**config.mk**
```make
export PLATFORM = sky130hd
export DESIGN_NAME = cidb_seq
export DESIGN_NICKNAME = d
export VERILOG_FILES = /design/src/rtl/cidb_pkg.sv /design/src/rtl/cidb_seq.sv
export SDC_FILE = /design/constraint.sdc
export NUM_CORES = 1
export LEC_CHECK = 0
export BUFFER_PORTS_ARGS = -buffer_cell sky130_fd_sc_hd__buf_2
export CAP_MARGIN = 20
export CORE_UTILIZATION = 45
export DETAILED_ROUTE_END_ITERATION = 8
export PLACE_DENSITY = 0.7
export SLEW_MARGIN = 25
export SYNTH_ARGS = -nofsm -noshare
export SYNTH_HDL_FRONTEND = slang
export SYNTH_SLANG_ARGS = --single-unit
```
**constraint.sdc**
```tcl
create_clock -name clk -period 6.6 [get_ports clk]
set_clock_uncertainty 0.2 [all_clocks]
set_input_delay 0 -clock clk [delete_from_list [all_inputs] [get_ports clk]]
set_output_delay 0 -clock clk [all_outputs]
set_load 0.01 [all_outputs]
```
**src/rtl/cidb_pkg.sv**
```systemverilog
// Shared types and constants of the cursor insert/delete buffer.
`timescale 1ns / 1ps

package cidb_pkg;

    localparam int CODE_W     = 32;
    localparam int POS_W      = 12;
    localparam int LEN_OUT_W  = 13;
    localparam int CHANGE_W   = 14;
    localparam int FREE_LIMIT = 10;
    localparam int CHANGE_MAX = 8191;
    localparam int CHANGE_MIN = -8192;

    typedef enum logic [1:0] {
        K_INSERT = 2'd0,
        K_DELETE = 2'd1,
        K_READ   = 2'd2
    } kind_t;

    typedef enum logic [1:0] {
        ST_DONE  = 2'd0,
        ST_FULL  = 2'd1,
        ST_EMPTY = 2'd2,
        ST_RANGE = 2'd3
    } status_t;

    typedef struct packed {
        logic en;
        logic we;
    } ram_req_t;

    typedef struct packed {
        logic    valid;
        status_t status;
        logic    edited;
    } seq_res_t;

endpackage

```
**src/rtl/cidb_seq.sv**
```systemverilog
// Sequencer: checks an operation and walks the shift one entry move at a time.
`timescale 1ns / 1ps

module cidb_seq #(
    parameter int DEPTH = 4096,
    parameter int AW    = $clog2(DEPTH),
    parameter int LW    = $clog2(DEPTH + 1)
) (
    input  logic                          clk,
    input  logic                          rst_n,
    input  logic                          start,
    output logic                          idle,
    input  logic [1:0]                    kind,
    input  logic [cidb_pkg::POS_W-1:0]    position,
    input  logic [cidb_pkg::CODE_W-1:0]   char_code,
    output cidb_pkg::seq_res_t            res,
    input  logic                          res_ready,
    output logic [LW-1:0]                 len,
    output logic [cidb_pkg::CODE_W-1:0]   rdata,
    output cidb_pkg::ram_req_t            ram_req,
    output logic [AW-1:0]                 ram_addr,
    output logic [cidb_pkg::CODE_W-1:0]   ram_wdata,
    input  logic [cidb_pkg::CODE_W-1:0]   ram_rdata
);

    localparam int CW = (LW > cidb_pkg::POS_W) ? LW : cidb_pkg::POS_W;
    localparam logic [LW-1:0] FULL_LEN = LW'(DEPTH);

    typedef enum logic [2:0] {
        S_IDLE,
        S_EVAL,
        S_CHK,
        S_WR,
        S_RDW,
        S_DONE
    } state_t;

    state_t                        state_reg, state_next;
    logic [1:0]                    kind_reg, kind_next;
    logic [cidb_pkg::POS_W-1:0]    pos_reg, pos_next;
    logic [cidb_pkg::CODE_W-1:0]   code_reg, code_next;
    logic [LW-1:0]                 idx_reg, idx_next;
    logic [LW-1:0]                 len_reg, len_next;
    logic                          edited_reg, edited_next;
    cidb_pkg::status_t             status_reg, status_next;
    logic [cidb_pkg::CODE_W-1:0]   rdata_reg, rdata_next;

    logic [LW-1:0] src;
    logic [CW-1:0] pos_ext;
    logic [CW-1:0] len_ext;
    logic          down;
    logic          go;

    always_ff @(posedge clk or negedge rst_n)
    begin
        if (!rst_n)
        begin
            state_reg  <= S_IDLE;
            len_reg    <= '0;
            edited_reg <= 1'b0;
        end
        else
        begin
            state_reg  <= state_next;
            len_reg    <= len_next;
            edited_reg <= edited_next;
        end
    end

    always_ff @(posedge clk)
    begin
        kind_reg   <= kind_next;
        pos_reg    <= pos_next;
        code_reg   <= code_next;
        idx_reg    <= idx_next;
        status_reg <= status_next;
        rdata_reg  <= rdata_next;
    end

    // One shared step unit: the source entry sits one place below (insert) or above (delete).
    assign down    = (kind_reg == cidb_pkg::K_INSERT);
    assign src     = down ? (idx_reg - LW'(1)) : (idx_reg + LW'(1));
    assign pos_ext = CW'(pos_reg);
    assign len_ext = CW'(len_reg);
    assign go      = down ? (CW'(idx_reg) > pos_ext) : (CW'(src) < len_ext);

    always_comb
    begin
        state_next  = state_reg;
        kind_next   = kind_reg;
        pos_next    = pos_reg;
        code_next   = code_reg;
        idx_next    = idx_reg;
        len_next    = len_reg;
        edited_next = edited_reg;
        status_next = status_reg;
        rdata_next  = rdata_reg;
        ram_req     = '0;
        ram_addr    = idx_reg[AW-1:0];
        ram_wdata   = ram_rdata;
        res         = '0;
        res.status  = status_reg;
        res.edited  = edited_reg;

        case (state_reg)
            S_IDLE:
            begin
                if (start)
                begin
                    kind_next  = kind;
                    pos_next   = position;
                    code_next  = char_code;
                    state_next = S_EVAL;
                end
            end
            S_EVAL:
            begin
                status_next = cidb_pkg::ST_DONE;
                rdata_next  = '0;
                case (cidb_pkg::kind_t'(kind_reg))
                    cidb_pkg::K_INSERT:
                    begin
                        edited_next = 1'b1;
                        if (len_reg == FULL_LEN)
                        begin
                            status_next = cidb_pkg::ST_FULL;
                            state_next  = S_DONE;
                        end
                        else if (pos_ext > len_ext)
                        begin
                            status_next = cidb_pkg::ST_RANGE;
                            state_next  = S_DONE;
                        end
                        else
                        begin
                            idx_next   = len_reg;
                            state_next = S_CHK;
                        end
                    end
                    cidb_pkg::K_DELETE:
                    begin
                        edited_next = 1'b1;
                        if (len_reg == '0)
                        begin
                            status_next = cidb_pkg::ST_EMPTY;
                            state_next  = S_DONE;
                        end
                        else if (pos_ext >= len_ext)
                        begin
                            status_next = cidb_pkg::ST_RANGE;
                            state_next  = S_DONE;
                        end
                        else
                        begin
                            idx_next   = LW'(pos_reg);
                            state_next = S_CHK;
                        end
                    end
                    cidb_pkg::K_READ:
                    begin
                        if (pos_ext >= len_ext)
                        begin
                            status_next = cidb_pkg::ST_RANGE;
                            state_next  = S_DONE;
                        end
                        else
                        begin
                            ram_req.en = 1'b1;
                            ram_addr   = AW'(pos_reg);
                            state_next = S_RDW;
                        end
                    end
                    default:
                    begin
                        state_next = S_DONE;
                    end
                endcase
            end
            S_CHK:
            begin
                if (go)
                begin
                    ram_req.en = 1'b1;
                    ram_addr   = src[AW-1:0];
                    state_next = S_WR;
                end
                else
                begin
                    // Shift finished: place the new code or drop the last entry.
                    if (down)
                    begin
                        ram_req.en = 1'b1;
                        ram_req.we = 1'b1;
                        ram_addr   = AW'(pos_reg);
                        ram_wdata  = code_reg;
                        len_next   = len_reg + LW'(1);
                    end
                    else
                    begin
                        len_next = len_reg - LW'(1);
                    end
                    state_next = S_DONE;
                end
            end
            S_WR:
            begin
                ram_req.en = 1'b1;
                ram_req.we = 1'b1;
                ram_addr   = idx_reg[AW-1:0];
                ram_wdata  = ram_rdata;
                idx_next   = src;
                state_next = S_CHK;
            end
            S_RDW:
            begin
                rdata_next = ram_rdata;
                state_next = S_DONE;
            end
            S_DONE:
            begin
                res.valid = 1'b1;
                if (res_ready)
                begin
                    state_next = S_IDLE;
                end
            end
            default:
            begin
                state_next = S_IDLE;
            end
        endcase
    end

    assign idle  = (state_reg == S_IDLE);
    assign len   = len_reg;
    assign rdata = rdata_reg;

endmodule

```
## Yosys cells after proc, flatten, opt, wreduce, memory -nomap -nowiden

Index checks and enable logic that the tools add are counted.

- Add/subtract/negate cells: 4
- Multiply operators: 0
- Divide/modulo/power cells: 0
- $lt $le $gt $ge: 4
- Equal/unequal tests: 15
- Shifts and indexed selects: 0
- Mux-type cells: 41
- Bitwise logic cells: 1
- Reductions and logical operators: 11

Operator list:

| operator | number |
|---|---|
| 32-bit two-way mux | 3 |
| 13-bit two-way mux | 6 |
| 32-bit case mux with 2 select lines | 1 |
| 13-bit case mux with 2 select lines | 2 |
| 12-bit two-way mux | 4 |
| 13-bit by 1-bit adder with 13-bit output (second input constant) | 2 |
| 13-bit by 1-bit subtractor with 13-bit output (second input constant) | 2 |
| 12-bit case mux with 2 select lines | 1 |
| 3-bit two-way mux | 7 |
| 3-bit case mux with 6 select lines | 1 |
| 13-bit equality test (second input constant) | 1 |
| 12-bit by 13-bit greater-or-equal comparator with 1-bit output | 1 |
| 12-bit by 13-bit greater-than comparator with 1-bit output | 1 |
| 13-bit by 12-bit greater-than comparator with 1-bit output | 1 |
| 13-bit zero test | 1 |
| 13-bit less-than comparator | 1 |
| 3-bit inequality test (second input constant) | 4 |
| 2-bit two-way mux | 5 |
| 3-bit case mux with 3 select lines | 1 |
| 2-bit AND reduction | 4 |
| 1-bit two-way mux | 7 |
| 3-bit by 2-bit equality test with 1-bit output (second input constant) | 2 |
| 3-bit equality test (second input constant) | 2 |
| 2-bit case mux with 3 select lines | 1 |
| 13 further kinds | 15 |

- Flip-flop bits (word level): 110
- Bits in latches: 0
- RAM bits: 0
- Memory bits (read-only): 0
- Input port bits: 82
- Output and inout bits: 96
- Logic and storage cells: 85
- Memories: 0

## Longest topological paths before layout

- Depth in word-level cells: 6
- Mapped depth: 23
- Depth with buffers taken out: 18

## Worst setup path after synthesis

Ideal clock, no wire load.

- Kind: flip-flop to flip-flop
- Start point: register kind_reg[1]
- End point: register len_reg[1], in the netlist len[1]
- Setup time: 0.125 ns
- Arrival: 5.049 ns
- Required time: 6.275 ns
- Slack: 1.227 ns
- Stages on the path, launching flop included: 22
- Path buffers: 4
- Period minus slack after synthesis: 5.373 ns
- Path through: edfxtp_1 -> buf_2 -> nor2_1 -> inv_1 -> clkbuf_1 -> buf_2 -> buf_1 -> xnor2_1 -> ha_1 -> or4_4 -> o31a_1 -> a21oi_2 -> mux2i_1 -> xnor2_1 -> ha_1 -> a21oi_1 -> o21a_1 -> o211ai_1 -> o21ai_0 -> o21ai_1 -> nand2_1 -> mux2_2

- Cells in the longest elaborated chain, start to end: 6
- Elaborated cells between the ends (all ways): 7
- Classes of those cells: order compare: 1; mux: 3; bitwise: 1; reduce/logical: 2

RTL lines:

| what | line | RTL |
|---|---|---|
| start, declared | cidb_seq.sv:39 | `logic [1:0] kind_reg, kind_next;` |
| start signal, assigned | cidb_seq.sv:72 | `kind_reg <= kind_next;` |
| 2-bit zero test * | cidb_seq.sv:81 | `assign down = (kind_reg == cidb_pkg::K_INSERT);` |
| 13-bit two-way mux | cidb_seq.sv:82 | `assign src = down ? (idx_reg - LW'(1)) : (idx_reg + LW'(1));` |
| 13-bit less-than comparator | cidb_seq.sv:85 | `assign go = down ? (CW'(idx_reg) > pos_ext) : (CW'(src) < len_ext);` |
| 1-bit two-way mux | cidb_seq.sv:85 |  |
| 1-bit inverter (no line) | - |  |
| 2-bit AND reduction (no line) | - |  |
| end signal, assigned | cidb_seq.sv:65 | `len_reg <= len_next;` |
| end, declared | cidb_seq.sv:43 | `logic [LW-1:0] len_reg, len_next;` |

Mark *: on every way between the ends. The rest lies on a longest branch, timed or not.
A chain may end at the register's enable or synchronous reset.

## Final worst setup path

- Start point: register kind_reg[0]
- End point: output ram_addr[2]

- Cells in the longest elaborated chain, start to end: 6
- Elaborated cells between the ends (all ways): 9
- Classes of those cells: order compare: 1; eq/ne: 1; mux: 6; reduce/logical: 1

RTL lines:

| what | line | RTL |
|---|---|---|
| 2-bit zero test | cidb_seq.sv:81 |  |
| 13-bit two-way mux | cidb_seq.sv:82 |  |
| 13-bit less-than comparator | cidb_seq.sv:85 |  |
| 1-bit two-way mux | cidb_seq.sv:85 |  |
| 12-bit two-way mux | cidb_seq.sv:181 | `if (go)` |
| 12-bit case mux with 2 select lines * | cidb_seq.sv:105 | `case (state_reg)` |
| end, declared | cidb_seq.sv:21 | `output logic [AW-1:0] ram_addr,` |

Marked as above.

==> impl_metrics.toml <==
[synth]
syn_nets = 733
synth_seq_cells = 110
synthArstFlopShare_pct = 15.5
synth_area_leaders = "edfxtp_1 (42%), ha_1 (8.5%), dfrtp_1 (6.4%)"
syn_inst = 606
syn_area_mm2 = 0.00665
syn_avg_cell_area_um2 = 11.0
synth_area_leader_cell = "edfxtp_1"
synthTopCellsByCount = "edfxtp_1 (93), nand2_1 (47), ha_1 (45)"
synthFlopType = "edfxtp_1"
synth_top_area_share_pct = 42.0
ys_types = 64
yosys_warnings = 0
synth_edf_count = 93
synth.most_common_cell = "edfxtp_1"
ys_seq_area_share_pct = 48.4

[clock_network]
cts_resized = 0
ctsHoldBuffers = 82
root_buffer = "clkbuf_16"
cts.sinks = 110
insertion_delay_ns = 0.36
cts_tree = "yes"
post_cts_buffers = 0
cts_buffers = 9
clockBufferDepth = 2
htreeDepth = 3
path_clk_slew_ns = 0.08

[run_status]
status = "finished clean"

[global_route]
grt_pass1_wl_um = 30100
grt_antenna_before_repair = 0
grt_usage_pct = 26.4
grt_max_degree = 38
grt-ovfl-total = 0
grt_pass1_vias = 5813

[worst_setup_path]
required_ns = 6.40
path_cells = "nor2_1, buf_4, inv_1, xnor2_1, ha_1, or4_4, o31a_1, a21oi_2, mux2i_1, xnor2_1, ha_1, a21oi_1, o21a_1, o211ai_1, o21ai_0, o21ai_1, nor2_1, a221o_1, buf_2"
worst-path-buf-inv = 3
arrival_ns = 5.70
rrSetupSlack_ns = 1.19
crit_path_top_delay_cell = "nor2_1"
worstSetupPathType = "flip-flop to output port"
path_max_fanout = 13
end_kind = "output port"
crit_family = "compound AO/OA/AOI/OAI gates"
cpPeakStageDelay_ns = 0.77
critPathLaunchType = "flip-flop"

[hold_path]
min_path_type = "input pin to flip-flop"

[die]
dieHeight_um = 124
core_area_mm2 = 0.0145
io_pins = 178
row_count = 44
die_area_mm2 = 0.0153
start_util_pct = 45.9
die_w_um = 124

[drt]
viasPerCell = 5.64
wl_per_cell_um = 19.0
num_vias = 5863
drt_iter0_drc = 393
ant_nets = 0
drt-pass1-iter-count = 6
drc = 0
postRouteWirelength_um = 19700

[timing]
relSlewSlack_pct = 29.3
setup_slack_ns = 0.699
hold_violations = 0
max_freq_ghz = 0.169
slew_viol_final = 0
min_period_over_period_pct = 89.4
fin_crit_ns = 5.90
finalSetupTns_ns = 0
rsz0062_at_grt = "false"
hold_slack_ns = 0.143
setup_viol_count_final = 0
worst_pin_slew_ns = 1.03

[finish]
syn_to_final_growth_pct = 32.7
antennaDiodeCount = 0
nets = 977
drive_gt1_share_pct = 29.6
fin_util_pct = 60.9

[power]
peakVddDrop_mv = 0.203
p_leak_nw = 3.74
cellPowerDensity_mw_per_mm2 = 370

[place]
globalplace.congestion = 0.936
place_ws_ns = 1.19
numPortBuffers = 177
hpwlAfterDp_um = 13700

[flow_run]
maxCapViolCount = 0
## area by class of cell
cell class                      count  area (um^2)
Multi-Input combinational cell    435         3190
Tap cell                          184          230
Inverter                           29          109
Clock buffer                        9          225
Clock inverter                      7         87.6
Fill cell                        1138         5660
Sequential cell                   110         3220
Timing Repair Buffer              265         1760
## per-layer routing
| metal | track usage [%] | vias to the layer above | share of wire [%] |
|---|---|---|---|
| li1 | - | 2746 | - |
| met1 | 30.3 | 2778 | 39 |
| met2 | 45.4 | 293 | 50 |
| met3 | 8.67 | 46 | 8.1 |
| met4 | 10.0 | 0 | 2.8 |
| met5 | 0 | - | 0 |
## through the flow
| stage | power [mW] | instance area, um^2 | cells |
|---|---|---|---|
| 3_3_place_gp | 2.58 | 7670 | 940 |
| 6_report | 3.27 | 8820 | 1039 |
| 5_1_grt | 3.47 | 8820 | 1039 |
| 3_5_place_dp | 2.62 | 7670 | 940 |
| 2_1_floorplan | 2.12 | 6650 | 606 |
| 4_1_cts | 3.26 | 8810 | 1038 |
## worst paths after layout
| path | from | to | depth (start not counted) |
|---|---|---|---|
| min in group asynchronous | rst_n | state_reg[1] | 3 |
| worst min register to register | edited_reg | edited_reg | 1 |
| worst max-delay path | kind_reg[0] | ram_addr[2] | 19 |
| worst min-delay path | char_code[10] | code_reg[10] | 2 |
| worst max register to register | kind_reg[0] | state_reg[1] | 18 |
| max in group asynchronous | rst_n | len[10] | 3 |
## placed cells by master, fill, tap and decap left out, drive strengths merged, types with 19 or more instances in the layout
cell type / Yosys / final
nor2: 34 / 34
a31oi: 19 / 19
and2: 45 / 45
mux2: 36 / 36
xnor2: 22 / 22
buf: 9 / 183
edfxtp: 93 / 93
inv: 29 / 33
ha: 45 / 45
a21oi: 19 / 19
dlygate4sd3: 0 / 82
nand2: 47 / 47
## cells by family after synthesis
logic type               synth area share, %
adder cells (fa/ha/maj)                 8.62
AND/OR/NAND/NOR                         15.9
flip-flops                              48.4
XOR/XNOR                                3.69
AO/OA/AOI/OAI                           12.6
buffers and inverters                   3.75
multiplexers                            7.00
## power breakdown
group	internal, mW	switching, mW
combinational	0.609	0.851
sequential	1.04	0.186
clock	0.304	0.278
total	1.95	1.32
No activity file was read; power rests on OpenSTA's default activity.
